**src/rtl/i2cm_pkg.sv**
```systemverilog
// i2cm_pkg: shared types and constants of the i2c bit-level master
`default_nettype none

package i2cm_pkg;

   // widths fixed by the transaction fields
   localparam int unsigned FUNC_W  = 3;
   localparam int unsigned BYTE_W  = 8;
   localparam int unsigned PHASE_W = 10;

   // reset value of the phase length register
   localparam logic [PHASE_W-1:0] PHASE_TICKS_RESET = 10'd10;

   // function codes on the request channel
   localparam logic [FUNC_W-1:0] FUNC_TICK  = 3'd0;
   localparam logic [FUNC_W-1:0] FUNC_START = 3'd1;
   localparam logic [FUNC_W-1:0] FUNC_STOP  = 3'd2;
   localparam logic [FUNC_W-1:0] FUNC_WRITE = 3'd3;
   localparam logic [FUNC_W-1:0] FUNC_READ  = 3'd4;

   // classified command
   typedef enum logic [2:0] {
      CMD_NONE  = 3'd0,
      CMD_START = 3'd1,
      CMD_STOP  = 3'd2,
      CMD_WRITE = 3'd3,
      CMD_READ  = 3'd4
   } cmd_type;

   // one queued tick
   typedef struct packed {
      cmd_type           cmd;
      logic [BYTE_W-1:0] tx_byte;
      logic              send_ack;
      logic              sda_in;
   } tick_item_type;

   // head of the tick queue as seen by the bus engine
   typedef struct packed {
      logic          valid;
      tick_item_type item;
   } queue_head_type;

   // bus sequence steps
   typedef enum logic [15:0] {
      ST_IDLE      = 16'h0001,
      ST_START0    = 16'h0002,
      ST_START1    = 16'h0004,
      ST_START2    = 16'h0008,
      ST_STOP      = 16'h0010,
      ST_WSET      = 16'h0020,
      ST_WHIGH     = 16'h0040,
      ST_WLOW      = 16'h0080,
      ST_WACKSET   = 16'h0100,
      ST_WACKHIGH  = 16'h0200,
      ST_WACKLOW   = 16'h0400,
      ST_RHIGH     = 16'h0800,
      ST_RLOW      = 16'h1000,
      ST_RACKSET   = 16'h2000,
      ST_RACKHIGH  = 16'h4000,
      ST_RACKLOW   = 16'h8000
   } step_type;

endpackage

`default_nettype wire

```
**src/rtl/i2cm_req_if.sv**
```systemverilog
// i2cm_req_if: request channel carrying one tick and an optional command
`default_nettype none

interface i2cm_req_if;
   logic                           valid;
   logic                           ready;
   logic [i2cm_pkg::FUNC_W-1:0]    func;
   logic [i2cm_pkg::BYTE_W-1:0]    tx_byte;
   logic                           send_ack;
   logic                           sda_in;

   modport source (output valid, output func, output tx_byte, output send_ack,
                   output sda_in, input ready);
   modport sink (input valid, input func, input tx_byte, input send_ack,
                 input sda_in, output ready);
endinterface

`default_nettype wire

```
**src/rtl/i2cm_rsp_if.sv**
```systemverilog
// i2cm_rsp_if: response channel carrying pin levels and status per tick
`default_nettype none

interface i2cm_rsp_if;
   logic                           valid;
   logic                           ready;
   logic                           scl_level;
   logic                           sda_released;
   logic                           busy_res;
   logic                           done_res;
   logic [i2cm_pkg::BYTE_W-1:0]    rx_byte;
   logic                           ack_missing;
   logic                           cmd_rejected;

   modport source (output valid, output scl_level, output sda_released,
                   output busy_res, output done_res, output rx_byte,
                   output ack_missing, output cmd_rejected, input ready);
   modport sink (input valid, input scl_level, input sda_released,
                 input busy_res, input done_res, input rx_byte,
                 input ack_missing, input cmd_rejected, output ready);
endinterface

`default_nettype wire

```
**src/rtl/i2cm_front.sv**
```systemverilog
// i2cm_front: accepts request transactions, decodes them and queues them
`default_nettype none

module i2cm_front (
   input  wire logic                     clock,
   input  wire logic                     reset,
   i2cm_req_if.sink                      req_chan,
   input  wire logic                     pop,
   output i2cm_pkg::queue_head_type      head
);

   localparam int unsigned DEPTH = 2;

   i2cm_pkg::tick_item_type entries_ff [DEPTH];
   logic        wr_ptr_ff, wr_ptr_in;
   logic        rd_ptr_ff, rd_ptr_in;
   logic [1:0]  count_ff, count_in;
   logic        push;
   logic        do_pop;
   i2cm_pkg::cmd_type   cmd;
   i2cm_pkg::tick_item_type new_item;

   // decode the function code, unknown codes count as a plain tick
   always_comb begin
      case (req_chan.func)
         i2cm_pkg::FUNC_START: cmd = i2cm_pkg::CMD_START;
         i2cm_pkg::FUNC_STOP:  cmd = i2cm_pkg::CMD_STOP;
         i2cm_pkg::FUNC_WRITE: cmd = i2cm_pkg::CMD_WRITE;
         i2cm_pkg::FUNC_READ:  cmd = i2cm_pkg::CMD_READ;
         default:              cmd = i2cm_pkg::CMD_NONE;
      endcase
      new_item.cmd      = cmd;
      new_item.tx_byte  = req_chan.tx_byte;
      new_item.send_ack = req_chan.send_ack;
      new_item.sda_in   = req_chan.sda_in;
   end

   // queue handshake
   assign req_chan.ready = (count_ff != 2'(DEPTH));
   assign push           = req_chan.valid && req_chan.ready;
   assign do_pop         = pop && (count_ff != 2'd0);

   assign head.valid = (count_ff != 2'd0);
   assign head.item  = entries_ff[rd_ptr_ff];

   // pointer and fill count update
   always_comb begin
      wr_ptr_in = push ? ~wr_ptr_ff : wr_ptr_ff;
      rd_ptr_in = do_pop ? ~rd_ptr_ff : rd_ptr_ff;
      count_in  = count_ff + 2'(push) - 2'(do_pop);
   end

   always_ff @(posedge clock) begin
      if (reset) begin
         wr_ptr_ff <= 1'b0;
         rd_ptr_ff <= 1'b0;
         count_ff  <= 2'd0;
      end else begin
         wr_ptr_ff <= wr_ptr_in;
         rd_ptr_ff <= rd_ptr_in;
         count_ff  <= count_in;
      end
   end

   // queue storage
   always_ff @(posedge clock) begin
      if (push) begin
         entries_ff[wr_ptr_ff] <= new_item;
      end
   end

endmodule

`default_nettype wire

```
**src/rtl/i2cm_back.sv**
```systemverilog
// i2cm_back: bus sequencer that runs one queued tick per cycle into the response register while it is not stalled
`default_nettype none

module i2cm_back #(
   parameter int unsigned COUNT_BITS = 10
) (
   input  wire logic                              clock,
   input  wire logic                              reset,
   input  wire logic [i2cm_pkg::PHASE_W-1:0]      phase_ticks,
   input  wire i2cm_pkg::queue_head_type          head,
   output logic                                   pop,
   i2cm_rsp_if.source                             rsp_chan
);

   localparam int unsigned LW =
      (COUNT_BITS > i2cm_pkg::PHASE_W) ? COUNT_BITS : i2cm_pkg::PHASE_W;

   i2cm_pkg::step_type step_ff, step_in;
   logic [COUNT_BITS-1:0]         pc_ff, pc_in;
   logic [3:0]                    bit_ff, bit_in;
   logic [i2cm_pkg::BYTE_W-1:0]   shift_ff, shift_in;
   logic [i2cm_pkg::BYTE_W-1:0]   rx_ff, rx_in;
   logic                          scl_ff, scl_in;
   logic                          sda_ff, sda_in;
   logic                          ack_ff, ack_in;
   logic                          done_ff, done_in;
   logic                          rej_ff, rej_in;
   logic                          valid_ff, valid_in;

   logic [LW-1:0]                 ticks_ext;
   logic [LW-1:0]                 cmax_ext;
   logic [LW-1:0]                 lim_ext;
   logic [COUNT_BITS-1:0]         lim;
   logic [COUNT_BITS-1:0]         pc_inc;
   logic [3:0]                    bit_inc;
   logic [i2cm_pkg::BYTE_W-1:0]   shift_next;
   logic                          phase_end;
   logic                          advance;
   i2cm_pkg::tick_item_type       item;

   // phase length, zero taken as one and clamped to the counter range
   always_comb begin
      ticks_ext = LW'(phase_ticks);
      cmax_ext  = LW'({COUNT_BITS{1'b1}});
      if (ticks_ext == '0) begin
         lim_ext = LW'(1);
      end else if (ticks_ext > cmax_ext) begin
         lim_ext = cmax_ext;
      end else begin
         lim_ext = ticks_ext;
      end
      lim = COUNT_BITS'(lim_ext);
   end

   // a tick moves when the response register is free or being emptied
   assign advance = head.valid && (!valid_ff || rsp_chan.ready);
   assign pop     = advance;
   assign item    = head.item;

   // sequencer next state
   always_comb begin
      step_in    = step_ff;
      pc_in      = pc_ff;
      bit_in     = bit_ff;
      shift_in   = shift_ff;
      rx_in      = rx_ff;
      scl_in     = scl_ff;
      sda_in     = sda_ff;
      ack_in     = ack_ff;
      done_in    = 1'b0;
      rej_in     = 1'b0;
      pc_inc     = pc_ff + COUNT_BITS'(1);
      phase_end  = (pc_inc >= lim);
      bit_inc    = bit_ff + 4'd1;
      shift_next = {shift_ff[i2cm_pkg::BYTE_W-2:0], 1'b0};

      if (step_ff != i2cm_pkg::ST_IDLE) begin
         rej_in = (item.cmd != i2cm_pkg::CMD_NONE);
         pc_in  = pc_inc;
         if (phase_end) begin
            pc_in = '0;
            case (step_ff)
               i2cm_pkg::ST_START0: begin
                  step_in = i2cm_pkg::ST_START1;
                  scl_in  = 1'b1;
                  sda_in  = 1'b0;
               end
               i2cm_pkg::ST_START1: begin
                  step_in = i2cm_pkg::ST_START2;
                  scl_in  = 1'b0;
                  sda_in  = 1'b0;
               end
               i2cm_pkg::ST_START2: begin
                  step_in = i2cm_pkg::ST_IDLE;
                  done_in = 1'b1;
               end
               i2cm_pkg::ST_STOP: begin
                  step_in = i2cm_pkg::ST_IDLE;
                  sda_in  = 1'b1;
                  done_in = 1'b1;
               end
               i2cm_pkg::ST_WSET: begin
                  step_in = i2cm_pkg::ST_WHIGH;
                  scl_in  = 1'b1;
               end
               i2cm_pkg::ST_WHIGH: begin
                  step_in = i2cm_pkg::ST_WLOW;
                  scl_in  = 1'b0;
                  if (bit_ff == 4'd7) begin
                     sda_in = 1'b1;
                  end
               end
               i2cm_pkg::ST_WLOW: begin
                  shift_in = shift_next;
                  bit_in   = bit_inc;
                  if (bit_inc[3]) begin
                     step_in = i2cm_pkg::ST_WACKSET;
                     sda_in  = 1'b1;
                  end else begin
                     step_in = i2cm_pkg::ST_WSET;
                     sda_in  = shift_next[i2cm_pkg::BYTE_W-1];
                  end
               end
               i2cm_pkg::ST_WACKSET: begin
                  step_in = i2cm_pkg::ST_WACKHIGH;
                  scl_in  = 1'b1;
               end
               i2cm_pkg::ST_WACKHIGH: begin
                  ack_in  = item.sda_in;
                  step_in = i2cm_pkg::ST_WACKLOW;
                  scl_in  = 1'b0;
                  sda_in  = 1'b1;
               end
               i2cm_pkg::ST_WACKLOW: begin
                  step_in = i2cm_pkg::ST_IDLE;
                  done_in = 1'b1;
               end
               i2cm_pkg::ST_RHIGH: begin
                  rx_in   = {rx_ff[i2cm_pkg::BYTE_W-2:0], item.sda_in};
                  step_in = i2cm_pkg::ST_RLOW;
                  scl_in  = 1'b0;
               end
               i2cm_pkg::ST_RLOW: begin
                  bit_in = bit_inc;
                  if (bit_inc[3]) begin
                     step_in = i2cm_pkg::ST_RACKSET;
                     sda_in  = ~shift_ff[0];
                  end else begin
                     step_in = i2cm_pkg::ST_RHIGH;
                     scl_in  = 1'b1;
                  end
               end
               i2cm_pkg::ST_RACKSET: begin
                  step_in = i2cm_pkg::ST_RACKHIGH;
                  scl_in  = 1'b1;
               end
               i2cm_pkg::ST_RACKHIGH: begin
                  step_in = i2cm_pkg::ST_RACKLOW;
                  scl_in  = 1'b0;
               end
               i2cm_pkg::ST_RACKLOW: begin
                  step_in = i2cm_pkg::ST_IDLE;
                  sda_in  = 1'b1;
                  done_in = 1'b1;
               end
               default: begin
                  step_in = i2cm_pkg::ST_IDLE;
                  done_in = 1'b1;
               end
            endcase
         end
      end else begin
         // idle: start a new command, first phase pins show at once
         case (item.cmd)
            i2cm_pkg::CMD_START: begin
               step_in = i2cm_pkg::ST_START0;
               pc_in   = '0;
               scl_in  = 1'b1;
               sda_in  = 1'b1;
            end
            i2cm_pkg::CMD_STOP: begin
               step_in = i2cm_pkg::ST_STOP;
               pc_in   = '0;
               scl_in  = 1'b1;
               sda_in  = 1'b0;
            end
            i2cm_pkg::CMD_WRITE: begin
               step_in  = i2cm_pkg::ST_WSET;
               pc_in    = '0;
               shift_in = item.tx_byte;
               bit_in   = 4'd0;
               sda_in   = item.tx_byte[i2cm_pkg::BYTE_W-1];
            end
            i2cm_pkg::CMD_READ: begin
               step_in  = i2cm_pkg::ST_RHIGH;
               pc_in    = '0;
               shift_in = {{(i2cm_pkg::BYTE_W-1){1'b0}}, item.send_ack};
               bit_in   = 4'd0;
               rx_in    = '0;
               sda_in   = 1'b1;
               scl_in   = 1'b1;
            end
            default: begin
               step_in = step_ff;
            end
         endcase
      end
   end

   // response valid flag
   always_comb begin
      if (advance) begin
         valid_in = 1'b1;
      end else if (rsp_chan.ready) begin
         valid_in = 1'b0;
      end else begin
         valid_in = valid_ff;
      end
   end

   // sequencer and response registers
   always_ff @(posedge clock) begin
      if (reset) begin
         step_ff  <= i2cm_pkg::ST_IDLE;
         pc_ff    <= '0;
         bit_ff   <= 4'd0;
         shift_ff <= '0;
         rx_ff    <= '0;
         scl_ff   <= 1'b1;
         sda_ff   <= 1'b1;
         ack_ff   <= 1'b0;
         done_ff  <= 1'b0;
         rej_ff   <= 1'b0;
         valid_ff <= 1'b0;
      end else begin
         valid_ff <= valid_in;
         if (advance) begin
            step_ff  <= step_in;
            pc_ff    <= pc_in;
            bit_ff   <= bit_in;
            shift_ff <= shift_in;
            rx_ff    <= rx_in;
            scl_ff   <= scl_in;
            sda_ff   <= sda_in;
            ack_ff   <= ack_in;
            done_ff  <= done_in;
            rej_ff   <= rej_in;
         end
      end
   end

   // response payload comes straight from the state registers
   assign rsp_chan.valid        = valid_ff;
   assign rsp_chan.scl_level    = scl_ff;
   assign rsp_chan.sda_released = sda_ff;
   assign rsp_chan.busy_res     = (step_ff != i2cm_pkg::ST_IDLE);
   assign rsp_chan.done_res     = done_ff;
   assign rsp_chan.rx_byte      = rx_ff;
   assign rsp_chan.ack_missing  = ack_ff;
   assign rsp_chan.cmd_rejected = rej_ff;

endmodule

`default_nettype wire

```
**src/rtl/i2c_bit_level_master.sv**
```systemverilog
// i2c_bit_level_master: top level of the tick-driven i2c bit-level master
//
//   channel  | direction | handshake     | carries
//   ---------+-----------+---------------+---------------------------------------
//   req_chan | in        | valid/ready   | func, tx_byte, send_ack, sda_in
//   rsp_chan | out       | valid/ready   | pins, busy, done, rx_byte, ack, reject
//   csr_*    | in        | write enable  | phase_ticks (10 bits)
//
// one request transaction in, one response transaction out; a transaction is
// accepted every cycle while the response side keeps up.
// a request reaches the response through the tick queue, then through the
// sequencer step that loads the response register.
// a two-entry tick queue lets the request side run on while the response stalls.
// reset is synchronous: the queue empties, the bus lines read released.
`default_nettype none

module i2c_bit_level_master #(
   parameter int unsigned COUNT_BITS = 10
) (
   input  wire logic                              clock,
   input  wire logic                              reset,
   i2cm_req_if.sink                               req_chan,
   i2cm_rsp_if.source                             rsp_chan,
   input  wire logic                              csr_wr_en,
   input  wire logic [i2cm_pkg::PHASE_W-1:0]      csr_wr_data
);

   logic [i2cm_pkg::PHASE_W-1:0] phase_ticks_ff;
   logic [i2cm_pkg::PHASE_W-1:0] phase_ticks_in;
   i2cm_pkg::queue_head_type     head;
   logic                         pop;

   // phase length register
   assign phase_ticks_in = csr_wr_en ? csr_wr_data : phase_ticks_ff;

   always_ff @(posedge clock) begin
      if (reset) begin
         phase_ticks_ff <= i2cm_pkg::PHASE_TICKS_RESET;
      end else begin
         phase_ticks_ff <= phase_ticks_in;
      end
   end

   // request decode and tick queue
   i2cm_front u_front (
      .clock    (clock),
      .reset    (reset),
      .req_chan (req_chan),
      .pop      (pop),
      .head     (head)
   );

   // bus sequencer and response register
   i2cm_back #(
      .COUNT_BITS (COUNT_BITS)
   ) u_back (
      .clock       (clock),
      .reset       (reset),
      .phase_ticks (phase_ticks_ff),
      .head        (head),
      .pop         (pop),
      .rsp_chan    (rsp_chan)
   );

endmodule

`default_nettype wire

```
**src/flat_wrapper.sv**
```systemverilog
// flat-port wrapper written by rule: the top's interface ports become plain ports
module i2c_bit_level_master_flat 
#(
   parameter int unsigned COUNT_BITS = 10
)
  (clock, reset, csr_wr_en, csr_wr_data, req_chan_valid, req_chan_func, req_chan_tx_byte, req_chan_send_ack, req_chan_sda_in, req_chan_ready, rsp_chan_valid, rsp_chan_scl_level, rsp_chan_sda_released, rsp_chan_busy_res, rsp_chan_done_res, rsp_chan_rx_byte, rsp_chan_ack_missing, rsp_chan_cmd_rejected, rsp_chan_ready);
  i2cm_req_if req_chan_i ();
  i2cm_rsp_if rsp_chan_i ();
  input  wire logic clock;
  input  wire logic reset;
  input  wire logic csr_wr_en;
  input  wire logic [i2cm_pkg::PHASE_W-1:0] csr_wr_data;
  input wire logic [$bits(req_chan_i.valid)-1:0] req_chan_valid;
  input wire logic [$bits(req_chan_i.func)-1:0] req_chan_func;
  input wire logic [$bits(req_chan_i.tx_byte)-1:0] req_chan_tx_byte;
  input wire logic [$bits(req_chan_i.send_ack)-1:0] req_chan_send_ack;
  input wire logic [$bits(req_chan_i.sda_in)-1:0] req_chan_sda_in;
  output wire logic [$bits(req_chan_i.ready)-1:0] req_chan_ready;
  output wire logic [$bits(rsp_chan_i.valid)-1:0] rsp_chan_valid;
  output wire logic [$bits(rsp_chan_i.scl_level)-1:0] rsp_chan_scl_level;
  output wire logic [$bits(rsp_chan_i.sda_released)-1:0] rsp_chan_sda_released;
  output wire logic [$bits(rsp_chan_i.busy_res)-1:0] rsp_chan_busy_res;
  output wire logic [$bits(rsp_chan_i.done_res)-1:0] rsp_chan_done_res;
  output wire logic [$bits(rsp_chan_i.rx_byte)-1:0] rsp_chan_rx_byte;
  output wire logic [$bits(rsp_chan_i.ack_missing)-1:0] rsp_chan_ack_missing;
  output wire logic [$bits(rsp_chan_i.cmd_rejected)-1:0] rsp_chan_cmd_rejected;
  input wire logic [$bits(rsp_chan_i.ready)-1:0] rsp_chan_ready;
  assign req_chan_i.valid = req_chan_valid;
  assign req_chan_i.func = req_chan_func;
  assign req_chan_i.tx_byte = req_chan_tx_byte;
  assign req_chan_i.send_ack = req_chan_send_ack;
  assign req_chan_i.sda_in = req_chan_sda_in;
  assign req_chan_ready = req_chan_i.ready;
  assign rsp_chan_valid = rsp_chan_i.valid;
  assign rsp_chan_scl_level = rsp_chan_i.scl_level;
  assign rsp_chan_sda_released = rsp_chan_i.sda_released;
  assign rsp_chan_busy_res = rsp_chan_i.busy_res;
  assign rsp_chan_done_res = rsp_chan_i.done_res;
  assign rsp_chan_rx_byte = rsp_chan_i.rx_byte;
  assign rsp_chan_ack_missing = rsp_chan_i.ack_missing;
  assign rsp_chan_cmd_rejected = rsp_chan_i.cmd_rejected;
  assign rsp_chan_i.ready = rsp_chan_ready;
  i2c_bit_level_master #(.COUNT_BITS(COUNT_BITS)) u_core (.clock(clock), .reset(reset), .req_chan(req_chan_i), .rsp_chan(rsp_chan_i), .csr_wr_en(csr_wr_en), .csr_wr_data(csr_wr_data));
endmodule
```
**config.mk**
```make
export PLATFORM = sky130hd
export DESIGN_NAME = i2c_bit_level_master_flat
export DESIGN_NICKNAME = d
export VERILOG_FILES = /design/src/rtl/i2cm_pkg.sv /design/src/rtl/i2cm_req_if.sv /design/src/rtl/i2cm_rsp_if.sv /design/src/rtl/i2cm_front.sv /design/src/rtl/i2cm_back.sv /design/src/rtl/i2c_bit_level_master.sv /design/src/flat_wrapper.sv
export SDC_FILE = /design/constraint.sdc
export NUM_CORES = 1
export LEC_CHECK = 0
export BUFFER_PORTS_ARGS = -buffer_cell sky130_fd_sc_hd__buf_2
export CORE_MARGIN = 10
export CORE_UTILIZATION = 40
export CTS_CLUSTER_DIAMETER = 100
export CTS_CLUSTER_SIZE = 25
export DETAILED_ROUTE_END_ITERATION = 10
export PLACE_DENSITY = 0.65
export SETUP_SLACK_MARGIN = 0.2
export SLEW_MARGIN = 20
export SYNTH_ARGS = -nofsm -noshare
export SYNTH_HDL_FRONTEND = slang
export SYNTH_SLANG_ARGS = --single-unit
```
**constraint.sdc**
```tcl
create_clock -name clock -period 3.1 [get_ports clock]
set_input_delay 0.155 -clock clock [delete_from_list [all_inputs] [get_ports clock]]
set_output_delay 0.155 -clock clock [all_outputs]
set_load 0.01 [all_outputs]
```
==> results.sh <==
export IMPL_synth_seq_area_share_pct=44.8
export IMPL_place_hpwl_mm=7.91
export IMPL_final_util_pct=50.8
export IMPL_max_cap_viol_count=0
export IMPL_critPathLaunchType="flop"
export IMPL_finalSetupViolCount=0
export IMPL_slew_headroom_pct=49.7
export IMPL_p_comb_share_pct=39.4
export IMPL_area_growth_pct=24.2
export IMPL_h_tree_depth=3
export IMPL_cp_arrival_ns=3.24
export IMPL_critical_path_required_ns=3.34
export IMPL_die_w_um=128
export IMPL_critPathMaxFanout=5
export IMPL_final_common_cell="dfxtp_1"
export IMPL_stdcell_count=711
export IMPL_gp_congestion=0.883
export IMPL_outcome="completed"
export IMPL_drt_wl_total_mm=11.7
export IMPL_fin_crit_ns=3.00
export IMPL_num_antenna_cells=0
export IMPL_drc=0
export IMPL_insertion_delay_ns=0.34
export IMPL_switchingPower_uw=1630
export IMPL_cts_buffer_depth=2
export IMPL_met1_usage_pct=17.4
export IMPL_cts_tree="built"
export IMPL_p_leak_uw=0.00230
export IMPL_grt_use_total_pct=14.0
export IMPL_rsz0062_at_grt="yes"
export IMPL_postPlaceCellArea_um2=5100
export IMPL_wl_per_cell_um=16.5
export IMPL_multiInputGateArea_um2=2670
export IMPL_clkPwrFrac_pct=26.9
export IMPL_tightest_slew_ns=0.754
export IMPL_fin_setup_tns_ns=0
export IMPL_core_region_area_um2=11500
export IMPL_use_met3_pct=3.14
export IMPL_fill_cells=999
export IMPL_layout_area_seq_um2=2110
export IMPL_place_inst=671
export IMPL_layout_common_cells="64 x dfxtp_1, 50 x nor2_1, 49 x nand2_1"
export IMPL_criticalPathCategory="flop to flop"
export IMPL_ctsRootBufferMaster="clkbuf_16"
export IMPL_grt_pass1_vias=3883
export IMPL_drt_first_pass_iters=5
export IMPL_pwr_share_seq_pct=33.6
export IMPL_placementRows=39
export IMPL_synthCells=497
export IMPL_hold_violations=0
export IMPL_finalInstanceArea_um2=5820
export IMPL_post_route_period_util_pct=96.8
export IMPL_antenna_found_initial=0
export IMPL_num_io_pins=44
export IMPL_cts_sinks=92
export IMPL_intPower_uw=2840
export IMPL_worst_hold_path_type="input pin to flop"
export IMPL_final_max_slew_viol_count=0
export IMPL_vias=3973
export IMPL_die_area_um2=16400
export IMPL_use_met2_pct=23.2
export IMPL_ant_nets=0
export IMPL_ys_ff_latch=92
export IMPL_hold_slack_ns=0.00998
export IMPL_synth_edf_count=26
export IMPL_numPortBuffers=43
export IMPL_yosys_warnings=0
export IMPL_top_usage_layer="met2"
export IMPL_layout_drive_gt1_share_pct=25.0
export IMPL_grt_ovfl_total=0
export IMPL_fin_skew_ns=0.00706
export IMPL_async_reset_ff_share_pct=0
export IMPL_p_sw_share_pct=36.5
export IMPL_post_synth_num_cell_types=57
export IMPL_crit_path_end_kind="flop"
export IMPL_max_freq_mhz=333
export IMPL_drtIter0Drc=330
export IMPL_vdd_ir_drop_max_mv=0.414
export IMPL_die_y_um=128
export IMPL_avgSynthCellArea_um2=9.43
export IMPL_grt_max_degree=36
export IMPL_cts_buffers_inserted=9
export IMPL_synth_nets=539
export IMPL_grt_pass1_wl_mm=19.0
export IMPL_start_util_pct=40.9
export IMPL_power_density_nw_per_um2=767
export IMPL_ys_flop_type="dfxtp_1"
export IMPL_synth_area_um2=4690
export IMPL_via_per_inst=5.59
export IMPL_layout_nets=605
export IMPL_path_clk_slew_ns=0.06
## state kept, by name, indices dropped and copies added (netlist names), 2 cells and up, named ones only
register / flops
u_core.u_back.pc_ff: 10
u_core.u_back.bit_ff: 4
u_core.phase_ticks_ff: 10
u_core.u_back.step_ff: 16
u_core.u_front.count_ff: 2
u_core.u_back.shift_ff: 7
u_core.u_back.rsp_chan.rx_byte: 8
u_core.u_front.entries_ff: 26
## cell families (layout without fill, tap and decap cells)
group | after synthesis | after routing | share of synthesized area (%)
adder cells (fa/ha/maj) | 14 | 14 | 3.74
AO/OA/AOI/OAI | 90 | 90 | 12.3
multiplexers | 31 | 31 | 7.10
XOR/XNOR | 20 | 20 | 3.74
AND/OR/NAND/NOR | 213 | 215 | 25.1
buffers and inverters | 37 | 106 | 3.18
flip-flops | 92 | 92 | 44.8
## cells in the mapped netlist, drive strengths merged, types with 3 or more instances
cell    instances  share of area [%]
dfxtp          66                 28
nand2          53                4.4
nor2           51                4.1
a21oi          41                4.5
edfxtp         26                 17
mux2i          22                4.7
nand3          19                2.0
o21ai          18                1.9
inv            16                1.3
ha             14                3.7
clkbuf         13                1.0
xor2           12                2.2
nor4           11                2.9
nand2b          9                1.2
nand4           9                1.2
buf             8               0.85
mux2            8                1.9
xnor2           8                1.5
a311oi          7                1.3
nor3b           7                1.1
a211oi          6                1.1
and3            6               0.80
nand4b          6                1.1
or2             6               0.80
or3             6               0.80
nand3b          5               0.80
nor3            5               0.53
and2            4               0.53
nor2b           4               0.53
a22oi           3               0.48
nor4b           3               0.56
## path summary, 6_finish.rpt
path / start / endpoint / slack, ns / cells past startpoint
max reg2reg: u_core.u_back.pc_ff[1] / u_core.u_back.pc_ff[3] / 0.1 / 12
min reg2reg: u_core.u_back.rsp_chan.rx_byte[7] / u_core.u_back.rsp_chan.rx_byte[7] / 0.46 / 2
min: req_chan_tx_byte[5] / u_core.u_front.entries_ff[0][7] / 0.01 / 1
max: u_core.u_back.pc_ff[1] / u_core.u_back.pc_ff[3] / 0.1 / 12
## power groups by stage
stage,Combinational (uW),Sequential (uW),Clock [uW]
floorplan,1150,1490,0
global placement,1480,1520,0
detailed placement,1490,1530,0
finish,1760,1500,1200
CTS,1620,1500,1220
global route,1930,1520,1280
## critical path, cell delays in order (launching register included)
cell,delay [ns]
dfxtp_2,0.36
and3_4,0.19
and3_4,0.20
nand3_1,0.15
xnor2_2,0.19
ha_1,0.34
a211oi_2,0.24
nor2_1,0.08
a211oi_2,0.16
buf_4,0.20
nand3_2,0.18
or3_1,0.36
a311oi_1,0.24
## repair_timing
action / 4_1_cts / 5_1_grt
hold buffers: 7 / 0
hold endpoints to repair: 14 / 0
cloned: 1 / 1
setup buffers: 8 / 7
resized for setup: 20 / 19
setup endpoints to repair: 48 / 48
pin swaps: 28 / 11
## final cells by class
| type | instances | share of cell area (%) |
|---|---|---|
| repair buffers | 74 | 8.12 |
| clock buffers | 13 | 4.49 |
| inverters | 16 | 1.03 |
| clock inverters | 3 | 1.18 |
| flip-flops and latches | 92 | 36.2 |
| multi-input cells | 370 | 45.9 |
| well taps | 143 | 3.07 |
## routing by layer
metal  up-vias  share of wire (%)
li1       1939                  -
met1      1903                 44
met2       113                 50
met3        18                4.6
met4         0                1.4
met5         -                  0
## per-stage QoR
step / worst slack (ns) / power, uW
after detailed placement: -0.134 / 3010
final: 0.0978 / 4470
after global routing: -0.0680 / 4720
after CTS: 0.168 / 4340
after floorplan: 0.202 / 2650
after global placement: 0.0143 / 3000
(Power assumes the default switching activity.)
